==> config.mk <==
export PLATFORM = sky130hd
export DESIGN_NAME = ist_ctrl
export DESIGN_NICKNAME = d
export VERILOG_FILES = /design/src/rtl/core/ist_pkg.sv /design/src/rtl/core/ist_ctrl.sv
export SDC_FILE = /design/constraint.sdc
export NUM_CORES = 1
export LEC_CHECK = 0
export ABC_CLOCK_PERIOD_IN_PS = 1900
export BUFFER_PORTS_ARGS = -buffer_cell sky130_fd_sc_hd__buf_4
export CAP_MARGIN = 10
export CELL_PAD_IN_SITES_DETAIL_PLACEMENT = 1
export CELL_PAD_IN_SITES_GLOBAL_PLACEMENT = 2
export CORE_MARGIN = 2
export CORE_UTILIZATION = 19
export DETAILED_ROUTE_END_ITERATION = 8
export PLACE_DENSITY = 0.77
export SLEW_MARGIN = 20
export SYNTH_ARGS = -nofsm -noshare
export SYNTH_HDL_FRONTEND = slang
export SYNTH_SLANG_ARGS = --single-unit
==> constraint.sdc <==
create_clock -name i_clk -period 1.9 [get_ports i_clk]
set_clock_uncertainty 0.1 [all_clocks]
set_input_delay 0.285 -clock i_clk [delete_from_list [all_inputs] [get_ports i_clk]]
set_output_delay 0.285 -clock i_clk [all_outputs]
set_load 0.05 [all_outputs]
==> src/rtl/core/ist_pkg.sv <==
// Shared types, codes and defaults for the interval set table.
package ist_pkg;

    localparam int unsigned DEF_MAX_RANGES  = 16;
    localparam int unsigned DEF_OFFSET_BITS = 63;

    typedef enum logic [1:0] {
        CMD_ADD    = 2'd0,
        CMD_REMOVE = 2'd1,
        CMD_SCAN   = 2'd2,
        CMD_CLEAR  = 2'd3
    } t_cmd;

    typedef enum logic [1:0] {
        STAT_DONE      = 2'd0,
        STAT_FULL      = 2'd1,
        STAT_BAD_RANGE = 2'd2
    } t_status;

    typedef enum logic [2:0] {
        KIND_NONE          = 3'd0,
        KIND_EQUAL         = 3'd1,
        KIND_CONTAINS      = 3'd2,
        KIND_CONTAINED     = 3'd3,
        KIND_STARTS_BEFORE = 3'd4,
        KIND_ENDS_AFTER    = 3'd5
    } t_kind;

    // Commands from the controller to the datapath.
    typedef struct packed {
        logic load;
        logic eval;
        logic second;
        logic flush;
        logic finish;
    } t_dp_ctl;

    // Status from the datapath to the controller.
    typedef struct packed {
        logic skip_walk;
        logic need_second;
        logic last;
        logic walk_done;
    } t_dp_sts;

endpackage

==> src/rtl/core/ist_ctrl.sv <==
// Controller: sequences load, table walk, flush and result transfer.
module ist_ctrl import ist_pkg::*; (
    input  logic    i_clk,
    input  logic    i_rst_n,
    input  logic    i_in_valid,
    output logic    o_in_stall,
    input  logic    i_out_stall,
    output logic    o_out_valid,
    input  t_dp_sts i_sts,
    output t_dp_ctl o_ctl
);

    typedef enum logic [2:0] {
        S_IDLE,
        S_START,
        S_WALK,
        S_SECOND,
        S_FLUSH,
        S_FINISH
    } t_state;

    t_state r_state, n_state;
    logic   r_out_valid, n_out_valid;
    logic   out_free;

    assign out_free = !r_out_valid || !i_out_stall;

    always_comb begin
        n_state = r_state;
        o_ctl   = '0;
        case (r_state)
            S_IDLE: begin
                if (i_in_valid) begin
                    o_ctl.load = 1'b1;
                    n_state    = S_START;
                end
            end
            S_START: begin
                n_state = i_sts.skip_walk ? S_FLUSH : S_WALK;
            end
            S_WALK: begin
                o_ctl.eval = 1'b1;
                if (i_sts.need_second) begin
                    n_state = S_SECOND;
                end else if (i_sts.last) begin
                    n_state = S_FLUSH;
                end
            end
            S_SECOND: begin
                o_ctl.second = 1'b1;
                n_state = i_sts.walk_done ? S_FLUSH : S_WALK;
            end
            S_FLUSH: begin
                o_ctl.flush = 1'b1;
                n_state     = S_FINISH;
            end
            S_FINISH: begin
                if (out_free) begin
                    o_ctl.finish = 1'b1;
                    n_state      = S_IDLE;
                end
            end
            default: n_state = S_IDLE;
        endcase
        n_out_valid = o_ctl.finish || (r_out_valid && i_out_stall);
    end

    always_ff @(posedge i_clk) begin
        if (!i_rst_n) begin
            r_state     <= S_IDLE;
            r_out_valid <= 1'b0;
        end else begin
            r_state     <= n_state;
            r_out_valid <= n_out_valid;
        end
    end

    assign o_in_stall  = r_state != S_IDLE;
    assign o_out_valid = r_out_valid;

endmodule

# [Word level (Yosys, flattened, before mapping)]
# Index checks and enable logic that the tools add are counted.
[op_classes] reduce_logical=8 muxes=14 eq_ne=8
[ops] operator="2-to-1 mux 3 bit" count=6
[ops] operator="case mux 3 bit (6 select lines)" count=1
[ops] operator="2-to-1 mux 1 bit" count=7
[ops] operator="equality test 3 x 2 -> 1 bit, second input constant" count=2
[ops] operator="equality test 3 bit, second input constant" count=2
[ops] operator="inequality test 2 bit, second input constant" count=2
[ops] operator="equality test 3 x 1 -> 1 bit, second input constant" count=1
[ops] operator="logical NOT 3 bit" count=1
[ops] operator="inequality test 3 bit, second input constant" count=1
[ops] operator="AND reduction 3 bit" count=1
[ops] operator="nonzero test 3 bit" count=1
[ops] operator="logical NOT 1 bit" count=2
[ops] operator="logical OR 1 bit" count=2
[ops] operator="logical AND 1 bit" count=1
[totals] output_inout_bits=7 wordCells=32 inputBits=8 ff_bits=4

# [Logic depth before layout (Yosys ltp)]
# Gate-level depths: netlist of run 1.
[depth] word_depth=5 depth_mapped=5 depth_no_buf=4

# [Worst setup path after synthesis of run 1]
# OpenSTA, ideal clock, no wires.
[synth_path] kind="flip-flop to flip-flop" startpoint="reg r_state[2]" endpoint="reg r_state[2]" setup_time_ns=0.060 arrival_time_ns=1.955 path_stages_with_launch=5 synth_period_minus_slack_ns=2.115 slack_ns=-0.215 t_required_ns=1.740 path_buffers=0 path_cell_list="dfxtp_1 -> nor3b_1 -> a31oi_1 -> o21ai_1 -> a32o_1"
[synth_between] elab_chain_cells=3 elab_cells_between_ends=11 cone_classes="eq/ne: 8; mux: 1; reduce/logical: 2"
[synth_lines] item="start, declared" line="ist_ctrl.sv:22" source="t_state r_state, n_state;"
[synth_lines] item="start signal, assigned" line="ist_ctrl.sv:73" source="r_state <= n_state;"
[synth_lines] item="equality test 3 x 2 -> 1 bit, or another cell as far along" line="ist_ctrl.sv:31" source="case (r_state)"
[synth_lines] item="inequality test 3 bit (no source line) / inequality test 2 bit (equally long branches)"
[synth_lines] item="AND reduction 3 bit (no source line)"
# Several ways; a longest one is shown, not always the timed one.
# A chain may end at the register's enable or synchronous reset.

==> out/metrics.cfg, run 1 <==
[status]
run_status = finished, final reports clean

[worst_setup_path]
crit_start = r_state[0]
max_stage_delay_ps = 430
path_class = reg2out
r2r_cells = 3
required_ps = 1510
crit_chain = or3_4 > nor2_2 > buf_4
endpoint_kind = output port
path_buf_inv = 1
cp_max_fo = 12
r2r-start = r_state[0]
cp.arrival_ps = 1360
start_kind = flip-flop
cp_slowest_cell = or3_4
worstSetupPathDepth = 3
critPathTopFamily = simple AND/OR/NAND/NOR gates

[route]
drc = 0
via_per_inst = 4.68
first_pass_iters = 3
dr.first_iter.drc_count = 2
routedWlPerCell_um = 11.2
drt-total-wl_um = 727
vias = 304
antenna_left = 0

[final_layout]
areaGrowthSynthToFinish_pct = 51.2
nFillCells = 162
nets = 60
layout_common_cells = buf_4 (14), nor2_1 (5), dfxtp_1 (4)
final_common_cell = buf_4
utilization = 0.309
regArea_um2 = 80.1
multi_input_area_um2 = 173
n_antenna_cell = 0
final_layout_size_suffix_gt1_frac = 0.400
instances_no_fill = 65

[die]
die_area_mm2 = 0.00173
core-area_mm2 = 0.00132
ios = 15
initial_utilization = 0.204
die_x_um = 41.6
core.rowCount = 13
fp.dieH_um = 41.6

[sta]
slew_headroom = 0.732
setup_violations = 0
tightest_slew_ps = 401
hold_viol_final = 0
fmax_mhz = 573
fin_setup_tns_ps = 0
min_period_over_period = 0.918
grt_setup_unrepaired = false
min_period_ps = 1740
drv_slew = 0
fin_ws_ps = 156

[cts]
htreeDepth = 1
cts_tree = done
insertion_delay_ps = 240
cts_buffers = 3
cts.reportedPaths.clkPinSlew_ps = 40
cts_resized = 0
root_buffer = clkbuf_4
hold_buffers = 0
cts_num_sinks = 4
cts_setup_buffers = 0
clockBufferDepth = 2

[power]
power_density_mw_per_mm2 = 752
p_leak_nw = 0.175
power_uw = 306
ir_drop_mv = 0.351

[grt]
overflow = 0
antenna_found_initial = 0
track_usage = 0.0996
grt_max_degree = 13
grt_pass1_wl_um = 1280
first_global_vias = 301

[logic_synthesis]
ys_seq_area_frac = 0.298
syn_area_um2 = 269
ys_types = 21
synthArstFlopShare = 0
synthTopCellsByArea = dfxtp_1 (30%), nor2_1 (8.4%), a21oi_1 (5.6%)
synth.top_cell.area_share = 0.298
synth_area_leader_cell = dfxtp_1
syn-num-nets = 43
ys_ff_latch = 4
synth_flop_cell = dfxtp_1
syn-mean-instance-area_um2 = 7.69
yosys_warnings = 0
synth_edf_count = 0
synthCells = 35

[placed_design]
placed_cells = 62
portBuffers = 14
place.gp.congestion = 0.642
dp_hpwl_um = 595
dp_slack_ps = 397

[run]
drv_cap = 0

[min_path]
whs_path_depth = 2
hp-start = i_rst_n
hold_class = in2reg

## through the flow
step	instance area [um2]	hold WS, ps
after global routing	407	201
after detailed placement	384	408
after CTS	407	190
final	407	194
after global placement	384	406
after floorplan	277	303
## state kept, by name (all words and copies together) (netlist names)
register     count
o_out_valid      1
r_state          3
## layout make-up
cell class / count / share of cell area
multi-input combinational: 27 / 0.425
clock buffer: 3 / 0.0554
timing repair buffer: 14 / 0.258
tap: 15 / 0.0462
sequential: 4 / 0.197
inverter: 2 / 0.0185
## synthesized netlist by cell type, types with 2 or more instances
cell type,count
a21oi_1,3
nor3b_1,2
dfxtp_1,4
nor2_1,6
o21a_1,2
inv_1,2
nor3_1,2
## power by group
part	switching, mW	internal (mW)
sequential	0.0121	0.0893
clock	0.0350	0.0707
combinational	0.0575	0.0413
## path summary, 6_finish.rpt
| check | end | slack (ps) |
|---|---|---|
| min | r_state[0] | 190 |
| max reg2reg | r_state[2] | 420 |
| max | o_ctl[4] | 160 |
| min reg2reg | o_out_valid | 410 |
## per-layer routing
| layer | GRT usage | vias to the layer above | wire length, um |
|---|---|---|---|
| met5 | 0 | - | 0 |
| met1 | 0.121 | 139 | 349 |
| met4 | 0.0387 | 0 | 0 |
| met2 | 0.128 | 8 | 328 |
| met3 | 0.0783 | 0 | 49 |
| li1 | - | 157 | - |
## kinds of logic after synthesis
group,share of synthesized area
AND/OR/NAND/NOR,0.312
AO/OA/AOI/OAI,0.302
flip-flops,0.298
buffers and inverters,0.0884
(Power assumes the default switching activity.)
==> run 2: changes to the inputs <==
--- a/config.mk
+++ b/config.mk
@@ -13,7 +13,7 @@
 export CORE_MARGIN = 2
 export CORE_UTILIZATION = 19
 export DETAILED_ROUTE_END_ITERATION = 8
-export PLACE_DENSITY = 0.77
+export PLACE_DENSITY = 0.72
 export SLEW_MARGIN = 20
 export SYNTH_ARGS = -nofsm -noshare
 export SYNTH_HDL_FRONTEND = slang
==> run 2 against run 1 <==
Net effect: maximum frequency fell by 0.44%; flip-flop and latch count did not move; final cell count did not move.
==> out/metrics.cfg, run 2 (synthesis gave the netlist of run 1 again) <==
[min_path]
min_to = r_state[0]
whs_path_depth = 2
hp-start = i_rst_n
hold_class = in2reg

[cts]
cts_tree = done
clockBufferDepth = 2
cts.reportedPaths.clkPinSlew_ps = 40
hold_buffers = 0
cts_buffers = 3
htreeDepth = 1
cts_resized = 0
insertion_delay_ps = 230
cts_setup_buffers = 0
root_buffer = clkbuf_4
cts_num_sinks = 4

[sta]
min_period_ps = 1750
fmax_mhz = 571
min_period_over_period = 0.922
fin_setup_tns_ps = 0
grt_setup_unrepaired = false
slew_headroom = 0.734
drv_slew = 0
setup_violations = 0
tightest_slew_ps = 398
hold_viol_final = 0

[worst_setup_path]
max_stage_delay_ps = 430
path_class = reg2out
rr_endpoint = r_state[2]
cp_max_fo = 12
cp.arrival_ps = 1370
crit_chain = or3_4 > nor2_2 > buf_4
start_kind = flip-flop
regToRegSetupSlack_ps = 400
required_ps = 1510
endpoint_kind = output port
r2r_cells = 3
critPathTopFamily = simple AND/OR/NAND/NOR gates
cp_slowest_cell = or3_4
r2r-start = r_state[0]
path_buf_inv = 1

[grt]
grt_max_degree = 13
grt_pass1_wl_um = 1280
track_usage = 0.0969
overflow = 0
first_global_vias = 303
antenna_found_initial = 0

[final_layout]
fin_area_um2 = 407
largest_reg_flops = 3
instances_no_fill = 65
areaGrowthSynthToFinish_pct = 51.2
layout_common_cells = buf_4 (14), nor2_1 (5), dfxtp_1 (4)
n_antenna_cell = 0
final_layout_size_suffix_gt1_frac = 0.400
final_common_cell = buf_4
nets = 60
largest_register = r_state

[power]
p_leak_nw = 0.175
power_density_mw_per_mm2 = 752
ir_drop_mv = 0.289

[placed_design]
placed_cells = 62
placed_area_um2 = 384
portBuffers = 14
place.gp.congestion = 0.721
dp_hpwl_um = 567

[die]
die_x_um = 41.6
fp.dieH_um = 41.6
ios = 15
core.rowCount = 13
core-area_mm2 = 0.00132
die_area_mm2 = 0.00173
initial_utilization = 0.204

[status]
run_status = finished, final reports clean

[route]
routedWlPerCell_um = 11.2
via_per_inst = 4.74
antenna_left = 0
drt-total-wl_um = 727
dr.first_iter.drc_count = 7
drc = 0
first_pass_iters = 2
vias = 308

[run]
drv_cap = 0

[run 2: cell counts in the layout (fill, tap and decap cells not counted)]
Identical to the previous run, type by type.
[run 2: worst max path at each step]
stage | startpoint | endpoint | slack, ps | cells after the start
finish | r_state[0] | o_ctl[4] | 150 | 3
global route | r_state[0] | o_ctl[0] | 50 | 3
CTS | r_state[0] | o_ctl[4] | 130 | 3
detailed placement | r_state[0] | o_ctl[4] | 380 | 3
global placement | r_state[0] | o_ctl[4] | 420 | 3
floorplan | r_state[0] | o_ctl[0] | 100 | 3
[run 2: final cells by class]
type                    instances  area [um2]
clock buffers                   3        22.5
flip-flops and latches          4        80.1
inverters                       2        7.51
well taps                      15        18.8
multi-input cells              27         173
repair buffers                 14         105
fillers                       163         911
[run 2: power by group]
part	internal, mW	leakage, nW	switching [mW]	total (mW)
clock	0.0707	0.0138	0.0348	0.106
combinational	0.0413	0.128	0.0577	0.0991
sequential	0.0892	0.0326	0.0118	0.101
[run 2: routing by layer]
| layer | vias to the layer above | global-route usage | routed length (um) |
|---|---|---|---|
| li1 | 158 | - | - |
| met1 | 138 | 0.111 | 315 |
| met2 | 10 | 0.147 | 356 |
| met3 | 2 | 0.0435 | 48 |
| met4 | 0 | 0.0581 | 8 |
| met5 | - | 0 | 0 |
[run 2: metrics by stage]
step           hold slack, ps  worst slack (ps)  utilization  power [mW]
2_1_floorplan             303               101            -       0.171
3_5_place_dp              421               382        0.292       0.203
5_1_grt                   206              53.6        0.309       0.328
4_1_cts                   198               129        0.309       0.311
3_3_place_gp              418               422        0.292       0.202
6_report                  198               148        0.309       0.306
==> run 3: changes to the inputs <==
==> constraint.sdc (replaced) <==
create_clock -name i_clk -period 1.9 [get_ports i_clk]
set_clock_uncertainty 0.1 [all_clocks]
set_input_delay 0.38 -clock i_clk [delete_from_list [all_inputs] [get_ports i_clk]]
set_output_delay 0.38 -clock i_clk [all_outputs]
set_load 0.05 [all_outputs]
==> run 3 against run 2 <==
Net effect: wire length is 0.55% lower; power is essentially flat; critical path depth unchanged; worst setup slack worse by 12 ps; combinational power hardly changed; die area is the same; via count rose by 1.3%; count of clock-buffer cells in the layout did not move; critical path type unchanged.
==> out/metrics.cfg, run 3 (synthesis gave the netlist of run 1 again) <==
[worst_setup_path]
start_kind = flip-flop
path_buf_inv = 1
regToRegSetupSlack_ps = 490
required_ps = 1420
crit_chain = or3_4 > nor2_2 > buf_4
cp.arrival_ps = 1280
endpoint_kind = output port
critPathTopFamily = simple AND/OR/NAND/NOR gates
cp_max_fo = 12
path_class = reg2out
cp_slowest_cell = or3_4
max_stage_delay_ps = 400

[cts]
insertion_delay_ps = 230
clockBufferDepth = 2
cts_resized = 0
htreeDepth = 1
hold_buffers = 0
cts_num_sinks = 4
cts_buffers = 3
cts_setup_buffers = 0
cts_tree = done
root_buffer = clkbuf_4
cts.reportedPaths.clkPinSlew_ps = 40

[final_layout]
largest_register = r_state
nets = 60
final_common_cell = buf_4
layout_common_cells = buf_4 (14), nor2_1 (5), a21oi_1 (3), clkbuf_4 (3)
nFillCells = 168
areaGrowthSynthToFinish_pct = 52.1
largest_reg_flops = 3
n_antenna_cell = 0
final_layout_size_suffix_gt1_frac = 0.440

[power]
p_leak_nw = 0.175
ir_drop_mv = 0.276
power_density_mw_per_mm2 = 747

[route]
drc = 0
drt-total-wl_um = 723
routedWlPerCell_um = 11.1
vias = 312
first_pass_iters = 3
antenna_left = 0
via_per_inst = 4.80
dr.first_iter.drc_count = 2

[sta]
setup_violations = 0
tightest_slew_ps = 254
hold_viol_final = 0
slew_headroom = 0.830
holdWs_ps = 293
fin_setup_tns_ps = 0
grt_setup_unrepaired = false
fmax_mhz = 567
min_period_ps = 1760
min_period_over_period = 0.928
drv_slew = 0

[placed_design]
place.gp.congestion = 0.719
dp_hpwl_um = 571
portBuffers = 14

[grt]
track_usage = 0.0996
grt_pass1_wl_um = 1320
grt_max_degree = 13
overflow = 0
antenna_found_initial = 0
first_global_vias = 321

[die]
die_area_mm2 = 0.00173
ios = 15
fp.dieH_um = 41.6
core.rowCount = 13
core-area_mm2 = 0.00132
die_x_um = 41.6
initial_utilization = 0.204

[run]
drv_cap = 0

[min_path]
hold_class = in2reg

[status]
run_status = finished, final reports clean

[run 3: layout make-up]
cell class / count / area (um2) / share of cell area
Clock buffer: 3 / 22.5 / 0.0550
Inverter: 2 / 7.51 / 0.0183
Timing Repair Buffer: 14 / 105 / 0.257
Tap cell: 15 / 18.8 / 0.0459
Multi-Input combinational cell: 27 / 173 / 0.422
Sequential cell: 4 / 82.6 / 0.202
[run 3: per-stage QoR]
| step | instances | setup WS [ps] | instance area, um2 | utilization | power [mW] |
|---|---|---|---|---|---|
| detailed placement | 62 | 297 | 384 | 0.292 | 0.202 |
| finish | 65 | 137 | 409 | 0.311 | 0.306 |
| global route | 65 | 51.8 | 409 | 0.311 | 0.330 |
| floorplan | 35 | 5.85 | 277 | - | 0.171 |
| CTS | 65 | 43.2 | 407 | 0.309 | 0.310 |
| global placement | 62 | 327 | 384 | 0.292 | 0.202 |
[run 3: worst paths after layout]
kind	to	startpoint	cells past startpoint
min reg2reg	o_out_valid	o_out_valid	2
max	o_ctl[4]	r_state[0]	3
max reg2reg	r_state[2]	r_state[0]	3
min	r_state[0]	i_rst_n	2
[run 3: routing by layer]
metal  GRT usage  wire length, um  up-vias
li1            -                -      161
met1       0.118              340      139
met2       0.147              332       10
met3      0.0435               42        2
met4      0.0581                8        0
met5           0                0        -
[run 3: power breakdown]
| group | internal, mW | switching [mW] | leakage (nW) |
|---|---|---|---|
| clock network | 0.0706 | 0.0342 | 0.0138 |
| registers | 0.0900 | 0.0119 | 0.0334 |
| logic | 0.0414 | 0.0575 | 0.128 |
| total | 0.202 | 0.104 | 0.175 |
